[config.mk]
export PLATFORM = sky130hd
export DESIGN_NAME = animation_frame_line_decoder_core
export DESIGN_NICKNAME = d
export VERILOG_FILES = /design/src/sv/afld_pkg.sv /design/src/sv/afld_type_mem.sv /design/src/sv/afld_seq.sv /design/src/sv/animation_frame_line_decoder_core.sv
export SDC_FILE = /design/constraint.sdc
export NUM_CORES = 1
export LEC_CHECK = 0
export BUFFER_PORTS_ARGS = -buffer_cell sky130_fd_sc_hd__buf_4
export CAP_MARGIN = 0
export CORE_AREA = 2 2 335 204
export DETAILED_ROUTE_END_ITERATION = 10
export DIE_AREA = 0 0 337 206
export MAX_ROUTING_LAYER = met4
export PLACE_DENSITY = 0.75
export SLEW_MARGIN = 30
export SYNTH_ARGS = -nofsm -noshare
export SYNTH_HDL_FRONTEND = slang
export SYNTH_SLANG_ARGS = --single-unit
[constraint.sdc]
create_clock -name i_clk -period 9.5 [get_ports i_clk]
set_input_delay 0.95 -clock i_clk [delete_from_list [all_inputs] [get_ports i_clk]]
set_output_delay 0.95 -clock i_clk [all_outputs]
set_load 0.01 [all_outputs]
[src/sv/afld_pkg.sv]
// ============================================================================
// afld_pkg: shared types and constants of the frame line decoder
// Beat formats of both channels, line type codes, result kinds and the
// pixel widening function.
// ============================================================================
`default_nettype none

package afld_pkg;

    // Result kinds.
    localparam logic [1:0] KIND_HEADER = 2'd0;
    localparam logic [1:0] KIND_WORD   = 2'd1;
    localparam logic [1:0] KIND_RUN    = 2'd2;

    // Line type codes.
    localparam logic [1:0] LT_BLANK = 2'd0;
    localparam logic [1:0] LT_BG0   = 2'd1;
    localparam logic [1:0] LT_BG1   = 2'd2;
    localparam logic [1:0] LT_RAW   = 2'd3;

    // Default word of a background-one line: every pixel set.
    localparam logic [31:0] WORD_ONES = 32'h1111_1111;

    typedef struct packed {
        logic [7:0] byte_value;
        logic       first_of_frame;
    } t_in;

    typedef struct packed {
        logic [1:0]        kind;
        logic              layer;
        logic [7:0]        line;
        logic [4:0]        word;
        logic [31:0]       data;
        logic              xor_mode;
        logic [7:0]        header_byte;
        logic signed [7:0] shift_x;
        logic signed [7:0] shift_y;
        logic [7:0]        run_lines;
        logic              last;
        logic              frame_done;
    } t_out;

    // Request from the sequencer to the output staging.
    typedef struct packed {
        logic emit;        // res is a new result
        logic flush;       // item finished: release the held result as last
        logic frame_done;  // the finished item closes the frame
        t_out res;
    } t_emit;

    // Each pixel bit becomes the low bit of its own nibble.
    function automatic logic [31:0] widen(input logic [7:0] b);
        logic [31:0] w;
        w = '0;
        for (int i = 0; i < 8; i++) begin
            w[4*i] = b[i];
        end
        return w;
    endfunction

endpackage

`default_nettype wire

[src/sv/afld_type_mem.sv]
// ============================================================================
// afld_type_mem: line type memory
// One row holds the four 2-bit line types of one type byte. One write port
// and one read port with registered read data.
// ============================================================================
`default_nettype none

module afld_type_mem #(
    parameter int DEPTH = 96
) (
    input  wire logic                     i_clk,
    input  wire logic                     i_we,
    input  wire logic [$clog2(DEPTH)-1:0] i_waddr,
    input  wire logic [7:0]               i_wdata,
    input  wire logic                     i_re,
    input  wire logic [$clog2(DEPTH)-1:0] i_raddr,
    output logic      [7:0]               o_rdata
);

    logic [7:0] r_mem [DEPTH];

    always_ff @(posedge i_clk) begin
        if (i_we) begin
            r_mem[i_waddr] <= i_wdata;
        end
    end

    always_ff @(posedge i_clk) begin
        if (i_re) begin
            o_rdata <= r_mem[i_raddr];
        end
    end

endmodule

`default_nettype wire

[src/sv/afld_seq.sv]
// ============================================================================
// afld_seq: stream parser and line sequencer
// Tracks the frame phase, fills the line type memory, scans it one line at
// a time for blank runs and steps through the words of each line.
// ============================================================================
`default_nettype none

module afld_seq
    import afld_pkg::*;
#(
    parameter int LINES          = 192,
    parameter int WORDS_PER_LINE = 32,
    parameter int DEPTH          = 2 * ((LINES + 3) / 4)
) (
    input  wire logic                     i_clk,
    input  wire logic                     i_rst_n,
    input  wire logic                     i_in_vld,
    input  wire t_in                      i_in,
    output logic                          o_busy,
    input  wire logic                     i_stage_rdy,
    output t_emit                         o_emit,
    output logic                          o_mem_we,
    output logic      [$clog2(DEPTH)-1:0] o_mem_waddr,
    output logic      [7:0]               o_mem_wdata,
    output logic                          o_mem_re,
    output logic      [$clog2(DEPTH)-1:0] o_mem_raddr,
    input  wire logic [7:0]               i_mem_rdata
);

    localparam int BPL = (LINES + 3) / 4;
    localparam int AW  = $clog2(DEPTH);
    localparam int LW  = $clog2(LINES + 1);
    localparam int CW  = $clog2(WORDS_PER_LINE + 1);

    typedef enum logic [7:0] {
        PH_WAIT   = 8'b0000_0001,
        PH_DX     = 8'b0000_0010,
        PH_DY     = 8'b0000_0100,
        PH_TYPES  = 8'b0000_1000,
        PH_FLAGS  = 8'b0001_0000,
        PH_PIXELS = 8'b0010_0000,
        PH_RAW    = 8'b0100_0000,
        PH_DONE   = 8'b1000_0000
    } t_phase;

    typedef enum logic [4:0] {
        S_IDLE  = 5'b00001,
        S_RD    = 5'b00010,
        S_EV    = 5'b00100,
        S_FILL  = 5'b01000,
        S_FLUSH = 5'b10000
    } t_seq_st;

    t_seq_st          r_st, n_st;
    t_phase           r_phase, n_phase;
    logic [7:0]       r_hdr, n_hdr;
    logic [7:0]       r_sx, n_sx;
    logic [AW-1:0]    r_tcnt, n_tcnt;
    logic             r_layer, n_layer;
    logic [LW-1:0]    r_line, n_line;
    logic [CW-1:0]    r_chunk, n_chunk;
    logic [31:0]      r_flags, n_flags;
    logic [1:0]       r_fcnt, n_fcnt;
    logic [1:0]       r_ltype, n_ltype;
    logic [LW-1:0]    r_run, n_run;
    logic             r_fdone, n_fdone;

    logic             w_acc;
    logic [7:0]       w_b;
    logic [1:0]       w_type;
    logic             w_flag;
    logic [LW-1:0]    w_start;
    t_emit            w_emit;

    assign w_acc   = i_in_vld && (r_st == S_IDLE);
    assign w_b     = i_in.byte_value;
    assign w_type  = i_mem_rdata[{r_line[1:0], 1'b0} +: 2];
    assign w_flag  = r_flags[~5'(r_chunk)];
    assign w_start = r_line - r_run;

    assign o_busy      = (r_st != S_IDLE);
    assign o_emit      = w_emit;
    assign o_mem_waddr = r_tcnt;
    assign o_mem_wdata = w_b;
    assign o_mem_raddr = r_layer ? AW'(BPL) + AW'(r_line >> 2) : AW'(r_line >> 2);

    always_comb begin
        n_st    = r_st;
        n_phase = r_phase;
        n_hdr   = r_hdr;
        n_sx    = r_sx;
        n_tcnt  = r_tcnt;
        n_layer = r_layer;
        n_line  = r_line;
        n_chunk = r_chunk;
        n_flags = r_flags;
        n_fcnt  = r_fcnt;
        n_ltype = r_ltype;
        n_run   = r_run;
        n_fdone = r_fdone;

        o_mem_we = 1'b0;
        o_mem_re = 1'b0;

        w_emit                  = '0;
        w_emit.frame_done       = r_fdone;
        w_emit.res.xor_mode     = !r_hdr[7];
        w_emit.res.layer        = r_layer;
        w_emit.res.line         = 8'(r_line);
        w_emit.res.word         = 5'(r_chunk);

        unique case (r_st)
            S_IDLE: begin
                if (w_acc) begin
                    n_fdone = 1'b0;
                    if (i_in.first_of_frame) begin
                        n_hdr   = w_b;
                        n_sx    = '0;
                        n_tcnt  = '0;
                        n_layer = 1'b0;
                        n_line  = '0;
                        n_chunk = '0;
                        n_flags = '0;
                        n_fcnt  = '0;
                        if (!w_b[7] && (w_b[6:5] != 2'b00)) begin
                            n_phase = PH_DX;
                        end else begin
                            w_emit.emit            = 1'b1;
                            w_emit.res.kind        = KIND_HEADER;
                            w_emit.res.xor_mode    = !w_b[7];
                            w_emit.res.layer       = 1'b0;
                            w_emit.res.line        = '0;
                            w_emit.res.word        = '0;
                            w_emit.res.header_byte = w_b;
                            n_phase                = PH_TYPES;
                            n_st                   = S_FLUSH;
                        end
                    end else begin
                        unique case (r_phase)
                            PH_DX: begin
                                n_sx    = w_b;
                                n_phase = PH_DY;
                            end
                            PH_DY: begin
                                w_emit.emit            = 1'b1;
                                w_emit.res.kind        = KIND_HEADER;
                                w_emit.res.layer       = 1'b0;
                                w_emit.res.line        = '0;
                                w_emit.res.word        = '0;
                                w_emit.res.header_byte = r_hdr;
                                w_emit.res.shift_x     = r_sx;
                                w_emit.res.shift_y     = w_b;
                                n_phase                = PH_TYPES;
                                n_st                   = S_FLUSH;
                            end
                            PH_TYPES: begin
                                o_mem_we = 1'b1;
                                n_tcnt   = r_tcnt + 1'b1;
                                if (r_tcnt == AW'(DEPTH - 1)) begin
                                    n_layer = 1'b0;
                                    n_line  = '0;
                                    n_run   = '0;
                                    n_st    = S_RD;
                                end
                            end
                            PH_FLAGS: begin
                                n_flags = {r_flags[23:0], w_b};
                                n_fcnt  = r_fcnt + 1'b1;
                                if (r_fcnt == 2'd3) begin
                                    n_chunk = '0;
                                    n_st    = S_FILL;
                                end
                            end
                            PH_PIXELS: begin
                                w_emit.emit     = 1'b1;
                                w_emit.res.kind = KIND_WORD;
                                w_emit.res.data = widen(w_b);
                                n_chunk         = r_chunk + 1'b1;
                                n_st            = S_FILL;
                            end
                            PH_RAW: begin
                                w_emit.emit     = 1'b1;
                                w_emit.res.kind = KIND_WORD;
                                w_emit.res.data = widen(w_b);
                                n_chunk         = r_chunk + 1'b1;
                                if (r_chunk == CW'(WORDS_PER_LINE - 1)) begin
                                    n_line = r_line + 1'b1;
                                    n_run  = '0;
                                    n_st   = S_RD;
                                end else begin
                                    n_st = S_FLUSH;
                                end
                            end
                            default: begin
                                // Waiting for a header or frame complete:
                                // the byte is dropped.
                            end
                        endcase
                    end
                end
            end

            S_RD: begin
                if (r_line < LW'(LINES)) begin
                    o_mem_re = 1'b1;
                    n_st     = S_EV;
                end else begin
                    // End of the layer: close any open blank run first.
                    w_emit.emit          = (r_run != '0);
                    w_emit.res.kind      = KIND_RUN;
                    w_emit.res.line      = 8'(w_start);
                    w_emit.res.word      = '0;
                    w_emit.res.run_lines = 8'(r_run);
                    if (r_run == '0 || i_stage_rdy) begin
                        n_run = '0;
                        if (!r_layer) begin
                            n_layer = 1'b1;
                            n_line  = '0;
                        end else begin
                            n_phase = PH_DONE;
                            n_fdone = 1'b1;
                            n_st    = S_FLUSH;
                        end
                    end
                end
            end

            S_EV: begin
                if (w_type == LT_BLANK) begin
                    n_line = r_line + 1'b1;
                    n_run  = r_run + 1'b1;
                    n_st   = S_RD;
                end else begin
                    w_emit.emit          = (r_run != '0);
                    w_emit.res.kind      = KIND_RUN;
                    w_emit.res.line      = 8'(w_start);
                    w_emit.res.word      = '0;
                    w_emit.res.run_lines = 8'(r_run);
                    if (r_run == '0 || i_stage_rdy) begin
                        n_run   = '0;
                        n_chunk = '0;
                        n_ltype = w_type;
                        if (w_type == LT_RAW) begin
                            n_phase = PH_RAW;
                        end else begin
                            n_phase = PH_FLAGS;
                            n_fcnt  = '0;
                            n_flags = '0;
                        end
                        n_st = S_FLUSH;
                    end
                end
            end

            S_FILL: begin
                if (r_chunk < CW'(WORDS_PER_LINE)) begin
                    if (!w_flag) begin
                        w_emit.emit     = 1'b1;
                        w_emit.res.kind = KIND_WORD;
                        w_emit.res.data = (r_ltype == LT_BG1) ? WORD_ONES : '0;
                        if (i_stage_rdy) begin
                            n_chunk = r_chunk + 1'b1;
                        end
                    end else begin
                        n_phase = PH_PIXELS;
                        n_st    = S_FLUSH;
                    end
                end else begin
                    n_line = r_line + 1'b1;
                    n_run  = '0;
                    n_st   = S_RD;
                end
            end

            S_FLUSH: begin
                w_emit.flush = 1'b1;
                if (i_stage_rdy) begin
                    n_st = S_IDLE;
                end
            end

            default: begin
                n_st = S_IDLE;
            end
        endcase
    end

    always_ff @(posedge i_clk) begin
        if (!i_rst_n) begin
            r_st    <= S_IDLE;
            r_phase <= PH_WAIT;
            r_tcnt  <= '0;
            r_layer <= 1'b0;
            r_line  <= '0;
            r_chunk <= '0;
            r_fcnt  <= '0;
            r_run   <= '0;
            r_fdone <= 1'b0;
        end else begin
            r_st    <= n_st;
            r_phase <= n_phase;
            r_tcnt  <= n_tcnt;
            r_layer <= n_layer;
            r_line  <= n_line;
            r_chunk <= n_chunk;
            r_fcnt  <= n_fcnt;
            r_run   <= n_run;
            r_fdone <= n_fdone;
        end
    end

    always_ff @(posedge i_clk) begin
        r_hdr   <= n_hdr;
        r_sx    <= n_sx;
        r_flags <= n_flags;
        r_ltype <= n_ltype;
    end

endmodule

`default_nettype wire

[src/sv/animation_frame_line_decoder_core.sv]
// ============================================================================
// animation_frame_line_decoder_core: two-layer animation frame decoder
// Turns a compressed frame byte stream into header, pixel word and blank
// run results.
// ============================================================================
// Usage: bytes enter on the input channel, one per beat, with first_of_frame
// set on the header byte; that bit restarts decoding at any time. Results
// leave on the output channel, one per beat; last marks the final result of
// an input byte and frame_done the final result of the frame.
// A byte with no result (dx, line types, flag bytes, stray bytes) is simply
// taken. A header, dy or raw byte makes its result as it is accepted, and
// the input stalls until that result is released. After a pixel byte or
// the last flag byte of a line, the sequencer emits each default word in
// turn, then finds the next flagged word and releases. A byte that ends a
// line, and the type byte that ends the table, scan the line type memory
// line by line (a read, then an evaluate), with a step at each layer end,
// then release. The memory has a single read port, and the sequencer makes
// one result per cycle while the staging is ready. A result waits in the
// holding register until the next result or the release moves it out.
// Reset: the block returns to waiting for a header byte, the output channel
// empties. The line type memory needs no clearing, since each frame writes
// it before reading it. When the receiver stalls, the result held at the
// outputs stays, one more waits in the holding stage, and the sequencer
// pauses; the input channel stalls until the byte is fully handled.
// ============================================================================
`default_nettype none

module animation_frame_line_decoder_core
    import afld_pkg::*;
#(
    parameter int LINES          = 192,
    parameter int WORDS_PER_LINE = 32
) (
    input  wire logic i_clk,
    input  wire logic i_rst_n,
    input  wire logic i_in_vld,
    output logic      o_in_stall,
    input  wire t_in  i_in,
    output logic      o_out_vld,
    input  wire logic i_out_stall,
    output t_out      o_out
);

    // Four line types per memory row, one table of rows per layer.
    localparam int DEPTH = 2 * ((LINES + 3) / 4);
    localparam int AW    = $clog2(DEPTH);

    logic          w_busy;
    logic          w_stage_rdy;
    t_emit         w_emit;
    logic          w_mem_we;
    logic [AW-1:0] w_mem_waddr;
    logic [7:0]    w_mem_wdata;
    logic          w_mem_re;
    logic [AW-1:0] w_mem_raddr;
    logic [7:0]    w_mem_rdata;

    // Output staging: a result is kept in the holding register until the
    // sequencer either produces another one (so the held one is not last)
    // or finishes the byte (so it is). Only then does it move to the
    // output register with last and frame_done settled.
    logic r_hold_vld, n_hold_vld;
    t_out r_hold, n_hold;
    logic r_out_vld, n_out_vld;
    t_out r_out, n_out;

    afld_type_mem #(
        .DEPTH (DEPTH)
    ) u_type_mem (
        .i_clk   (i_clk),
        .i_we    (w_mem_we),
        .i_waddr (w_mem_waddr),
        .i_wdata (w_mem_wdata),
        .i_re    (w_mem_re),
        .i_raddr (w_mem_raddr),
        .o_rdata (w_mem_rdata)
    );

    afld_seq #(
        .LINES          (LINES),
        .WORDS_PER_LINE (WORDS_PER_LINE),
        .DEPTH          (DEPTH)
    ) u_seq (
        .i_clk       (i_clk),
        .i_rst_n     (i_rst_n),
        .i_in_vld    (i_in_vld),
        .i_in        (i_in),
        .o_busy      (w_busy),
        .i_stage_rdy (w_stage_rdy),
        .o_emit      (w_emit),
        .o_mem_we    (w_mem_we),
        .o_mem_waddr (w_mem_waddr),
        .o_mem_wdata (w_mem_wdata),
        .o_mem_re    (w_mem_re),
        .o_mem_raddr (w_mem_raddr),
        .i_mem_rdata (w_mem_rdata)
    );

    // The input is taken only while the sequencer is idle.
    assign o_in_stall = w_busy;

    // The staging can take a new result, or release the held one, when the
    // holding register is empty or the output register frees up this cycle.
    assign w_stage_rdy = !r_hold_vld || !r_out_vld || !i_out_stall;

    always_comb begin
        n_hold_vld = r_hold_vld;
        n_hold     = r_hold;
        n_out_vld  = r_out_vld;
        n_out      = r_out;

        if (r_out_vld && !i_out_stall) begin
            n_out_vld = 1'b0;
        end

        if (w_emit.emit && w_stage_rdy) begin
            n_hold     = w_emit.res;
            n_hold_vld = 1'b1;
            if (r_hold_vld) begin
                // Another result follows, so the held one is not the last.
                n_out     = r_hold;
                n_out_vld = 1'b1;
            end
        end else if (w_emit.flush && w_stage_rdy && r_hold_vld) begin
            n_out            = r_hold;
            n_out.last       = 1'b1;
            n_out.frame_done = w_emit.frame_done;
            n_out_vld        = 1'b1;
            n_hold_vld       = 1'b0;
        end
    end

    always_ff @(posedge i_clk) begin
        if (!i_rst_n) begin
            r_hold_vld <= 1'b0;
            r_out_vld  <= 1'b0;
        end else begin
            r_hold_vld <= n_hold_vld;
            r_out_vld  <= n_out_vld;
        end
    end

    always_ff @(posedge i_clk) begin
        r_hold <= n_hold;
        r_out  <= n_out;
    end

    assign o_out_vld = r_out_vld;
    assign o_out     = r_out;

`ifndef NO_ASSERTIONS
    // Every byte's results are released before the next byte is taken.
    a_idle_hold_empty : assert property (@(posedge i_clk) disable iff (!i_rst_n)
        !o_in_stall |-> !r_hold_vld)
        else $error("holding register still full while accepting input");

    // A frame ends only on the last result of a byte.
    a_done_is_last : assert property (@(posedge i_clk) disable iff (!i_rst_n)
        (o_out_vld && o_out.frame_done) |-> o_out.last)
        else $error("frame_done without last");

    // The header result is always the only result of its byte.
    a_header_alone : assert property (@(posedge i_clk) disable iff (!i_rst_n)
        (o_out_vld && (o_out.kind == KIND_HEADER)) |-> o_out.last)
        else $error("header result not marked last");

    // The sequencer never requests a new result and a release together.
    a_emit_flush_excl : assert property (@(posedge i_clk) disable iff (!i_rst_n)
        !(w_emit.emit && w_emit.flush))
        else $error("emit and flush requested in the same cycle");
`endif

endmodule

`default_nettype wire
==> metrics list <==
- H-tree level count: 3
- Buffers placed on the I/O ports in this run total 73.
- Share of synthesized flip-flops with an asynchronous set or reset: 0%
* Vias per std cell: approximately 6.5
- After synthesis, the cell types taking the most area are sky130_fd_sc_hd__edfxtp_1, sky130_fd_sc_hd__mux4_2, sky130_fd_sc_hd__dfxtp_1.
- Post-route clock period utilization: 45.88%
- Number of DRC violations after detailed routing: 0
- I/O pin total: 98
- Post-Synthesis Mean Instance Area: 19.22 µm²
* Post-route cell area: 43740 µm²
- The flow ran to the end, and the final reports show no timing, DRC or antenna violations.
- CP endpoint kind: register
- Among all stages on the critical path, the largest delay is contributed by sky130_fd_sc_hd__nor2_1.
* Total count of max-transition violations in the final report: 0
- Cell Area, Synth: 39540 µm²
- Of the synthesized area, sequential elements account for 73.97%.
- For the pin with the worst max-slew slack, the measured transition is 1.018 ns.
- Number of flops mapped to enable cells by yosys: between 900 and 1k
- For this run the aggregate overflow at the end of global routing stands at 0.
- Final worst clock skew: 0.02151 ns
- Including well taps, the total number of placed cells is 2952.
* Number of failing setup endpoints in the final timing report: 0
- Type of the worst setup path: reg -> reg
- By instance count, the cell type seen most on the critical path is sky130_fd_sc_hd__nand2_1.
- For this run, the post-layout net count is 2157.
- The kind of cell with the highest combined delay along the critical path is simple AND/OR/NAND/NOR gates.
* Max IR drop VDD: 156.3 µV
- Once the floorplan was initialized, standard cells occupied about three fifths of the core.
- For the worst-skew pair, the clock arrives at the later sink with an insertion delay of 0.65 ns.
- CTS saw 990 sinks.
- The tree is rooted in a sky130_fd_sc_hd__clkbuf_16.
* Final ANT Viol Nets: 0
- Number of antenna violations at the first check in global routing: 0
* GRT Resource Usage Total: about 27%
* Largest area contributor in the synthesized netlist: sky130_fd_sc_hd__edfxtp_1
* Yosys warns: 0
* Maximum buffer depth of the clock tree: 3
* Number of synthesized register bits: 990
- Maximum clock rate: 0.2294 GHz
- The library cell used most frequently in the layout, excluding fill and tap cells, is sky130_fd_sc_hd__edfxtp_1.
- The min-delay analysis places its worst path in the category reg -> reg.
* Core Rows: 74
- Synthesis instantiated 78 different standard cells from the library.
- Summed over all failing endpoints, the final setup total negative slack is 0 ns.
* Post-detailed-route wirelength per cell: between 20 and 30 µm
* Layout overhead on the synthesized area: 10.63%
- STA classifies the critical path startpoint as a register.
- The worst pin sits at a relative slew slack of 32.15%.
- Leaving out fill and tap cells, the most frequent cells in the layout are sky130_fd_sc_hd__edfxtp_1, sky130_fd_sc_hd__mux4_2, sky130_fd_sc_hd__nor2_1.
- The first routing iteration left 2777 violations.
* Horizontal extent of the die: 337 µm
- Fraction of synthesized cell area taken by the top area cell type: 71.54%
* Final weighted congestion in routability-driven placement: 0.9306
* Vias in the first global route: 19.37k
* Total via count after detailed routing: roughly 20k
* Area enclosed by the die boundary: about 70000 µm²
- For this design the ratio of total power to cell area is 203.2 nW/µm².
- Along the worst path, the maximum fanout reaches 14.
- Chain of cells forming the critical path: nor2b_1 -> and2_1 -> nand2_1 -> nor4_2 -> nand2_1 -> nor2_1
- CTS tree: yes
* Total wire length after detailed routing: approximately 88 mm
- Area after detailed placement: 40910 µm²
- Number of buffers inserted during clock tree synthesis: 85
- In the synthesized netlist the dominant register cell turns out to be sky130_fd_sc_hd__edfxtp_1.
- After clock tree synthesis, the clock-pin slew on the worst setup and hold paths is 0.07 ns.
- Endpoint arrival time on the critical path: ~4.6 ns
- The wire-length estimate of the detail-placed layout is 54.02 mm.
- Measured along the y axis, the die boundary spans 206 µm.
- Setup Buffers After CTS: 0
* Worst stage delay on the critical path: 0.96 ns
* Fin. Hold Viols: 0
- Synthesis handed over a netlist of a little over 2k instances.
- RSZ-0062 raised after global routing: false
* Layout cells sized above 1: 23.33%
* Maximum number of pins on one net before global-route repair: ~100
- Count of instances resized after the clock tree is built: 0
* Number of detailed-route iterations in the first pass: 6
* Final worst path period need: 4.359 ns
- The first global-routing pass estimated 130.9 mm of wire.
- In this run, post-CTS hold repair placed 0 buffers.
- The total area inside the core boundary comes to 66940 µm².
- The tool flagged a number of max-cap violations equal to 0.
- Buffer and inverter count on the worst path: 0
- Reported leakage power: 13.57 nW
* Required time worst endpoint: ~10 ns
- For this run, the number of standard cells in the final layout without fillers is 3108.
power breakdown:
group | switching (mW) | internal [mW]
clock | 1.56 | 1.98
combinational | 0.299 | 0.124
sequential | 0.0449 | 4.88
total | 1.90 | 6.98
metal layers:
layer	vias to the layer above	share of wire (%)	wire, µm	global-route usage (%)
met5	-	0	0	-
met4	0	1.9	1717	6.186
met3	128	11	9458	5.723
met2	1194	43	37680	35.33
met1	10532	45	39640	43.41
li1	8434	-	-	-
cell usage after synthesis (4+ instances only):
cell and instances:
sky130_fd_sc_hd__xor2_1 7, sky130_fd_sc_hd__xnor2_1 4, sky130_fd_sc_hd__nor2_1 158, sky130_fd_sc_hd__o21ai_1 5, sky130_fd_sc_hd__buf_4 25, sky130_fd_sc_hd__or3_1 13, sky130_fd_sc_hd__dfxtp_1 48, sky130_fd_sc_hd__mux2i_1 10
sky130_fd_sc_hd__o211ai_1 6, sky130_fd_sc_hd__mux4_2 249, sky130_fd_sc_hd__nand3b_1 7, sky130_fd_sc_hd__inv_1 26, sky130_fd_sc_hd__buf_2 28, sky130_fd_sc_hd__clkbuf_1 64, sky130_fd_sc_hd__a21o_1 16, sky130_fd_sc_hd__o21ai_0 26
sky130_fd_sc_hd__nor3_1 21, sky130_fd_sc_hd__nand3_1 21, sky130_fd_sc_hd__a211oi_1 5, sky130_fd_sc_hd__edfxtp_1 942, sky130_fd_sc_hd__o22ai_1 15, sky130_fd_sc_hd__nor2b_1 17, sky130_fd_sc_hd__ha_1 15, sky130_fd_sc_hd__buf_1 15
sky130_fd_sc_hd__a31oi_1 19, sky130_fd_sc_hd__a21oi_1 40, sky130_fd_sc_hd__nand4b_1 6, sky130_fd_sc_hd__a22o_1 4, sky130_fd_sc_hd__nand2b_1 7, sky130_fd_sc_hd__a22oi_1 6, sky130_fd_sc_hd__and2_1 28, sky130_fd_sc_hd__nand2_1 75
sky130_fd_sc_hd__o31ai_1 4, sky130_fd_sc_hd__and3_1 44, sky130_fd_sc_hd__mux2_2 17
worst paths after layout:
kind                 start                       to  slack [ns]  depth (start not counted)
min reg2reg     r_hold[63]                o_out[63]        0.42                          0
max reg2reg  u_seq.r_st[0]  u_type_mem.r_mem[64][6]        5.14                          6
max          u_seq.r_st[0]  u_type_mem.r_mem[64][6]        5.14                          6
min             r_hold[63]                o_out[63]        0.42                          0
cell families after synthesis:
kind of cell    Yosys count  synth area share (%)
fa+ha+maj                16                0.5253
compound gates          174                 2.965
other cells               1              0.009484
flops                   990                 73.97
xor+xnor                 11                0.2436
simple gates            425                 5.360
mux                     278                 15.02
buf+inv                 162                 1.902
flip-flops by register name, indices dropped and copies added, names as in the netlist:
register and count:
o_out 59, o_out_vld 1, r_hold 57, r_hold_vld 1, u_seq.o_mem_waddr 7, u_seq.r_chunk 6, u_seq.r_fcnt 2, u_seq.r_fdone 1
u_seq.r_flags 32, u_seq.r_hdr 8, u_seq.r_layer 1, u_seq.r_line 8, u_seq.r_ltype 2, u_seq.r_phase 8, u_seq.r_run 8, u_seq.r_st 5
u_seq.r_sx 8, u_type_mem.o_rdata 8, u_type_mem.r_mem 768
area by class of cell:
cell class / instances / area [µm²]
flip-flops and latches: 990 / 29260
fillers: 4368 / 23200
multi-input cells: 928 / 9663
clock buffers: 106 / 2267
well taps: 912 / 1141
repair buffers: 95 / 760.7
clock inverters: 48 / 544.3
inverters: 28 / 105.1
diodes: 1 / 2.502
metrics by stage:
step           setup WS, ns  power [mW]  hold slack, ns  util, %
2_1_floorplan         4.293       5.269          0.4003        -
3_3_place_gp          5.221       5.418          0.4009    61.03
3_5_place_dp          5.287       5.431          0.4056    61.12
4_1_cts               5.239       8.916          0.4140    65.32
5_1_grt               4.938       9.124          0.4215    65.34
6_report              5.141       8.887          0.4177    65.35
Note: power is estimated with default switching activity, not from simulation.
